$ cat config.mk
export PLATFORM = sky130hd
export DESIGN_NAME = ris_fifo
export DESIGN_NICKNAME = d
export VERILOG_FILES = /design/src/rtl/core/ris_fifo.sv
export SDC_FILE = /design/constraint.sdc
export NUM_CORES = 1
export LEC_CHECK = 0
export ABC_AREA = 1
export BUFFER_PORTS_ARGS = -buffer_cell sky130_fd_sc_hd__buf_2
export CAP_MARGIN = 20
export CORE_MARGIN = 4
export CORE_UTILIZATION = 54
export DETAILED_ROUTE_END_ITERATION = 8
export GPL_ROUTABILITY_DRIVEN = 1
export PLACE_DENSITY_LB_ADDON = 0.08
export RECOVER_POWER = 50
export SYNTH_ARGS = -nofsm -noshare
export SYNTH_HDL_FRONTEND = slang
export SYNTH_SLANG_ARGS = --single-unit
$ cat constraint.sdc
create_clock -name clk -period 3.6 [get_ports clk]
set_clock_uncertainty 0.15 [all_clocks]
set_input_delay 0.54 -clock clk [delete_from_list [all_inputs] [get_ports clk]]
set_output_delay 0.54 -clock clk [all_outputs]
set_load 0.03 [all_outputs]
$ cat src/rtl/core/ris_fifo.sv
// ----------------------------------------------------------------------------
// ris_fifo
// Small register queue with full and empty flags.
// ----------------------------------------------------------------------------
module ris_fifo #(
  parameter int W     = 8,
  parameter int DEPTH = 4
) (
  input  logic         clk,
  input  logic         rst_n,
  input  logic         wr_en,
  input  logic [W-1:0] wr_data,
  output logic         full,
  input  logic         rd_en,
  output logic [W-1:0] rd_data,
  output logic         empty
);
  localparam int AW = (DEPTH > 1) ? $clog2(DEPTH) : 1;

  logic [W-1:0]  mem_r [DEPTH];
  logic [AW:0]   wr_ptr_r, wr_ptr_nxt;
  logic [AW:0]   rd_ptr_r, rd_ptr_nxt;

  assign empty   = (wr_ptr_r == rd_ptr_r);
  assign full    = (wr_ptr_r[AW-1:0] == rd_ptr_r[AW-1:0]) && (wr_ptr_r[AW] != rd_ptr_r[AW]);
  assign rd_data = mem_r[rd_ptr_r[AW-1:0]];

  // Advance pointers on each write while not full and each read while not empty
  always_comb begin
    wr_ptr_nxt = wr_ptr_r + (AW+1)'(wr_en && !full);
    rd_ptr_nxt = rd_ptr_r + (AW+1)'(rd_en && !empty);
  end

  always_ff @(posedge clk) begin
    if (!rst_n) begin
      wr_ptr_r <= '0;
      rd_ptr_r <= '0;
    end else begin
      wr_ptr_r <= wr_ptr_nxt;
      rd_ptr_r <= rd_ptr_nxt;
    end
  end

  // Store incoming entry
  always_ff @(posedge clk) begin
    if (wr_en && !full) begin
      mem_r[wr_ptr_r[AW-1:0]] <= wr_data;
    end
  end
endmodule

Word level (Yosys, flattened, before mapping):

Memories as Yosys holds them, arrays and structs flattened. A register that Yosys moved wholly into a read port is not among the register bits.
Index checks and enable logic that the tools add are counted.

* mux-type cells: 3
* add/sub/neg operators: 2
* reductions and logical operators: 5
* equal/unequal tests: 3

Operator list (count)
* $add 3x1->3: 2
* $eq 3x3->1: 1
* $logic_and 1x1->1: 3
* $eq 2x2->1: 1
* $logic_not 1->1: 2
* $mux 1: 2
* $mux 2: 1
* $ne 1x1->1: 1

* output and inout port bits: 10
* memories: 1
* bits of input ports: 12
* bits in writable memories: 32
* flip-flop bits (word level): 6

Memories
* mem_r: depth 4, bits a word 8, read ports 1, clocked after Yosys merged registers in 1, wr ports 1, line 20 `logic [W-1:0] mem_r [DEPTH];`

Depth between registers and ports, before layout:

Gate-level depths: netlist of the first run.

* depth in word-level cells: 6
* mapped depth: 12
* gate-level depth less buffers: 11

Worst setup path after synthesis of the first run:

OpenSTA, ideal clock, no wires.

* path type: register -> output
* start: register rd_ptr_r[1]
* end: output empty
* buffers on the path: 1
* cell stages (with the launch flop): 6
* path slack: 1821 ps
* arrival: 1089 ps
* path through: dfxtp_1 buf_6 nand2_1 nand2_2 nand2_1 nor2_1

* longest elaborated chain between the ends: 1

RTL lines
* from (decl): line 22 `logic [AW:0] rd_ptr_r, rd_ptr_nxt;`
* from (signal assigned): line 40 `rd_ptr_r <= rd_ptr_nxt;`
* $eq 3x3->1: line 24 `assign empty = (wr_ptr_r == rd_ptr_r);`
* to (decl): line 16 `output logic empty`

No other way between the ends.

==> run metrics, run 1 <==
post-synth top area cell=edfxtp_1; register area=about 1100 um2; LEAKAGE=~0.00071 uW; Cell Pwr Density=between 500 and 600 nW/um2; Total Routed Length=approximately 2.7 mm; clock root buffer=clkbuf_4; initial core utilization=a little under three fifths; CTS tree=built; clk sinks=38; Num CTS Buffers=5; placed instance count=around 190; Rows=20; GR peak layer=met2; Initial DRT Pass Iterations=4; Worst path slowest cell=dfxtp_1; GR Util All Layers=between 10% and 20%; CTS resizes=0; fin crit period=about 2500 ps; Sw Share=30.2%; Initial DRC Count=34; Final Non-Filler Cells=around 200; routing usage on met3=~6.2%; initial antenna violation count=0; Final ANT Viol Nets=0; ant diodes=0; gpl congestion=0.758; CP arrival=~1900 ps; startpoint types=flop; Reg power frac=51.3%; largest net degree at the start of global routing=20; NetSw=between 300 and 400 uW; Clk pin slew, worst setup/hold paths=approximately 100 ps; core box area=3030 um2; Clock Latency Late Sink=330 ps; critical path's top delay family=flip-flops; top achievable clock speed=roughly 390 MHz; Final Hold Fails=0; RSZ-0062 raised after global routing=no; Fill cells=approximately 280; element type at the critical path end=output pin; Post-CTS Setup Bufs=0; Slew @ Worst Pin=between 700 and 800 ps; slowest stage delay, CP=800 ps; Synth cell types=20; share of cells above drive strength 1=between 20 and 30%; synthesized net count=about 150; R2R Setup Slk=between 1000 and 1500 ps; Yosys warnings=0; Tightest Hold Check Type=in -> reg; Syn Inst Count=133; Layout area overhead=8.72%; kind of critical path=reg -> out; I/O pin count=22; Slew Viols, Final=0; Max-Cap Viols=0; crit share post-route=70.8%; setup TNS=0 ps; #FFs+latches synth=38; IO buf count=21; critical path, cell by cell=inv_6 > o21ai_0 > o22ai_2 > buf_2; post-synth top area share=a little under three fifths; P_int=~720 uW; Avg WL per Cell=~13 um; die area=about 4100 um2; met1 Usage GRT=between 10% and 20%; Rel. slew slack=between 50% and 60%; Worst EP required=2910 ps; Gate power share=approximately 22%; vias in the first global route=a little under 1000; Die Span X=64.0 um; share of the yosys chip area belonging to registers=a little under two thirds; Synth area leaders=edfxtp_1 57%, dfxtp_1 7.1%, o22ai_2 5.9%; Congestion Overflow GR=0; CTS max path bufs=2; routed vias/inst=approximately 4.9; Clk network pwr share=between 20% and 30%; Die H=between 60 and 70 um; critical path buffer and inverter count=2; final net count=173; post-route cell area=1840 um2; crit-path max FO=19; routing usage on met2=25.0%; number of setup violations in the final report=0; # H-tree levels=2; area of the multi-input gates=between 400 and 500 um2; vias post-DR=983; HPWL after detailed placement=between 1.5 and 2 mm; # DRC=0; maximum vdd drop=about 0.3 mV; outcome=finished clean; cts hold-fix bufs=0; placed inst area=1800 um2; Post-Syn Area=1690 um2; Avg Cell Area, Syn=between 10 and 15 um2; global-route wire length before repair=4.47 mm
-- area by class of cell --
class,count,share of cell area (%)
clock buffers,7,2.45
clock inverters,1,1.63
inverters,13,3.33
multi-input cells,78,25.7
flip-flops and latches,38,58.7
well taps,44,2.99
repair buffers,21,5.17
-- layer usage --
metal  wire (um)  part of all wire [%]
met1        1170                    44
met2        1350                    50
met3         128                   4.8
met4          35                   1.3
met5           0                     0
-- worst reg2reg max path: stages, from the launching register on --
cell and delay, ps:
dfxtp_1 800, inv_6 180, nand2_1 100, nand2_1 100
nand3_4 100, nand2_1 150, nor2_1 530
-- synthesized netlist by cell type --
library cell	count
inv_6	1
nand2_4	3
nor2_2	12
inv_8	1
buf_6	2
nor2_1	13
inv_2	3
nand3_4	1
ha_1	4
nand2_2	3
o21ai_0	12
edfxtp_1	32
o21ai_2	2
dfxtp_1	6
buf_12	1
o22ai_2	8
o21ai_1	3
buf_4	1
nand2_1	17
inv_1	8
-- logic make-up (layout without fill, tap and decap cells) --
| kind of cell | Yosys count | after routing | synth area share, % |
|---|---|---|---|
| flip-flops | 38 | 38 | 63.9 |
| adder cells (fa/ha/maj) | 4 | 4 | 2.96 |
| AO/OA/AOI/OAI | 25 | 25 | 11.4 |
| AND/OR/NAND/NOR | 49 | 49 | 15.2 |
| buffers and inverters | 17 | 42 | 6.58 |
-- power by group through the flow --
stage	registers (uW)	logic, uW	clock network, uW
after floorplan	520	218	0
after global placement	540	238	0
after detailed placement	541	240	0
after CTS	531	240	282
after global routing	534	250	310
final	529	226	276
-- cell usage in the layout (no fill, tap or decap), types with 4 or more instances in the layout --
cell	netlist	routed
buf_2	0	13
clkbuf_1	0	10
clkbuf_4	0	5
dfxtp_1	6	6
edfxtp_1	32	32
ha_1	4	4
inv_1	8	8
nand2_1	17	21
nor2_1	13	14
nor2_2	12	11
o21ai_0	12	13
o22ai_2	8	8
-- state kept, by name, indices dropped and copies added, names as in the netlist --
register / cells
wr_ptr_r: 3
rd_ptr_r: 3
mem_r: 32
-- stage by stage --
stage	power [uW]	util, %	hold slack (ps)	setup slack [ps]
floorplan	737	-	341	1820
global placement	778	59.5	350	1340
detailed placement	781	59.5	365	1310
CTS	1050	62.0	252	973
global route	1090	60.8	304	859
finish	1030	60.8	310	1050
-- worst paths after layout --
| kind | end | cells after the start | start |
|---|---|---|---|
| worst max-delay path | rd_data[6] | 4 | rd_ptr_r[0] |
| worst min-delay path | mem_r[2][4] | 1 | wr_data[4] |
| worst max register to register | mem_r[1][1] | 6 | rd_ptr_r[0] |
| worst min register to register | rd_ptr_r[2] | 2 | rd_ptr_r[2] |
Power figures use the tool's default switching activity.
==> run 2: changes to the inputs <==
- CORE_UTILIZATION: 54 -> 50
- clock period: 3.6 -> 2.1 ns (I/O delays scaled with it)
==> run 2 against run 1 <==
Net effect:
- routed wire length rose by 8.3%
- global-route usage rose by 0.83 points
- critical path type unchanged
- first-iteration DRC count rose by 35%
- via count rose by 4.9%
- clock power rose by 120%
- register-to-register slack got worse by 980 ps
- cell area rose by 4.4%
- combinational power rose by 92%
- sequential power rose by 70%
- sequential share of layout area fell by 2.2 points
- cell count rose by 3.0%
==> run metrics, run 2 (same netlist as run 1, synthesis figures left out) <==
clk sinks=38; vias post-DR=approximately 1000; RSZ-0062 raised after global routing=no; Hold Slack=about 70 ps; global-route wire length before repair=approximately 5.0 mm; initial antenna violation count=0; Reg power frac=46.6%; Die Span X=66.2 um; CTS tree=built; Congestion Overflow GR=0; Post-CTS Setup Bufs=0; HPWL after detailed placement=2.04 mm; I/O pin count=22; Clk network pwr share=between 30% and 40%; Rel. slew slack=62.8%; Avg WL per Cell=between 10 and 15 um; commonest non-fill, non-tap cells in the layout=32 x edfxtp_1, 17 x nand2_1, 13 x nor2_1, 13 x buf_2; setup TNS=0 ps; kind of critical path=reg -> out; core box area=3150 um2; critical path, cell by cell=buf_4 > o21ai_0 > o22ai_2 > buf_2; Hold EP=mem_r[0][0]; hold path cells=1; outcome=finished clean; Register-to-Register Path Depth=7; CTS max path bufs=2; final net count=around 180; Worst path slowest cell=dfxtp_4; Layout area overhead=13.5%; P_int=between 1000 and 1500 uW; Clock Latency Late Sink=340 ps; crit-path max FO=11; crit share post-route=94.4%; Slew @ Worst Pin=558 ps; Power Total=roughly 1900 uW; Slew Viols, Final=0; Sw Share=29.0%; r2r startpoint=rd_ptr_r[0]; Worst R2R End=mem_r[1][1]; Clk pin slew, worst setup/hold paths=100 ps; GR Util All Layers=between 15 and 20%; top achievable clock speed=around 500 MHz; die area=about 4400 um2; Cell Pwr Density=between 1000 and 1500 nW/um2; element type at the critical path end=output pin; Final Hold Fails=0; clock root buffer=clkbuf_4; fin crit period=about 2000 ps; vias in the first global route=1070; ant diodes=0; CP arrival=~1500 ps; hold_sp=wr_data[0]; largest net degree at the start of global routing=18; Total Routed Length=2.91 mm; # DRC=0; Num CTS Buffers=5; IO buf count=21; Worst EP required=1630 ps; fin util=roughly three fifths; number of setup violations in the final report=0; Gate power share=between 20% and 30%; initial core utilization=53.7%; # H-tree levels=2; R2R Setup Slk=around 160 ps; Initial DRC Count=between 40 and 50; routed vias/inst=around 5.0; Final ANT Viol Nets=0; share of cells above drive strength 1=36.6%; gpl congestion=~0.74; Max-Cap Viols=0; LEAKAGE=about 0.00075 uW; NetSw=560 uW; maximum vdd drop=0.563 mV; Die H=approximately 66 um; number of flip-flops under the largest register name=32; startpoint types=flop; slowest stage delay, CP=~450 ps; Initial DRT Pass Iterations=4; commonest non-fill, non-tap cell in the layout=edfxtp_1; Rows=20; Tightest Hold Check Type=in -> reg
## run 2: cell types whose count changed in the layout (fill, tap and decap cells not counted), sizes merged
cell	delta
bufinv	+1
inv	+1
buf	+4
## run 2: how the worst max path moves through the flow
stage	startpoint	end	slack, ps
6_report	rd_ptr_r[0]	rd_data[5]	120
5_1_grt	rd_ptr_r[0]	mem_r[1][1]	30
4_1_cts	rd_ptr_r[0]	rd_data[5]	3
3_5_place_dp	rd_ptr_r[0]	rd_data[5]	200
3_3_place_gp	rd_ptr_r[0]	wr_ptr_r[2]	280
2_1_floorplan	rd_ptr_r[1]	rd_ptr_r[1]	500
## run 2: timing repair
action,CTS,global route
endpoints found under the setup margin,9,2
cloned,0,0
hold buffers,0,0
gates resized for setup,2,1
endpoints found under the hold margin,0,0
pin swaps,0,0
## run 2: final cells by class
| class | instances | area, um2 |
|---|---|---|
| fill | 280 | 1230 |
| sequential | 38 | 1090 |
| multi-input combinational | 78 | 483 |
| timing repair buffer | 27 | 134 |
| clock inverter | 3 | 63.8 |
| inverter | 13 | 61.3 |
| tap | 44 | 55.1 |
| clock buffer | 5 | 37.5 |
## run 2: power groups by stage
| stage | sequential, uW | clock [uW] | combinational [uW] |
|---|---|---|---|
| after global routing | 904 | 645 | 474 |
| final | 898 | 596 | 435 |
| after CTS | 898 | 609 | 451 |
| after global placement | 912 | 0 | 436 |
| after detailed placement | 913 | 0 | 450 |
| after floorplan | 891 | 0 | 374 |
## run 2: through the flow
| stage | instances | setup slack (ps) | area [um2] |
|---|---|---|---|
| detailed placement | 200 | 201 | 1850 |
| global route | 208 | 25.6 | 1920 |
| finish | 208 | 117 | 1920 |
| global placement | 200 | 276 | 1850 |
| CTS | 208 | 3.31 | 1950 |
| floorplan | 133 | 500 | 1690 |
## run 2: worst max-delay path: cells and delay by family, from the launching register on
kind	cells	cell delay [ps]
flops	1	450
buf+inv	2	420
compound gates	2	310
## run 2: metal layers
layer  track usage (%)  share of wire (%)  up-vias
li1                  -                  -      519
met1              19.0                 45      484
met2              27.1                 48       20
met3              3.74                4.0        8
met4              6.85                2.2        0
met5                 0                  0        -
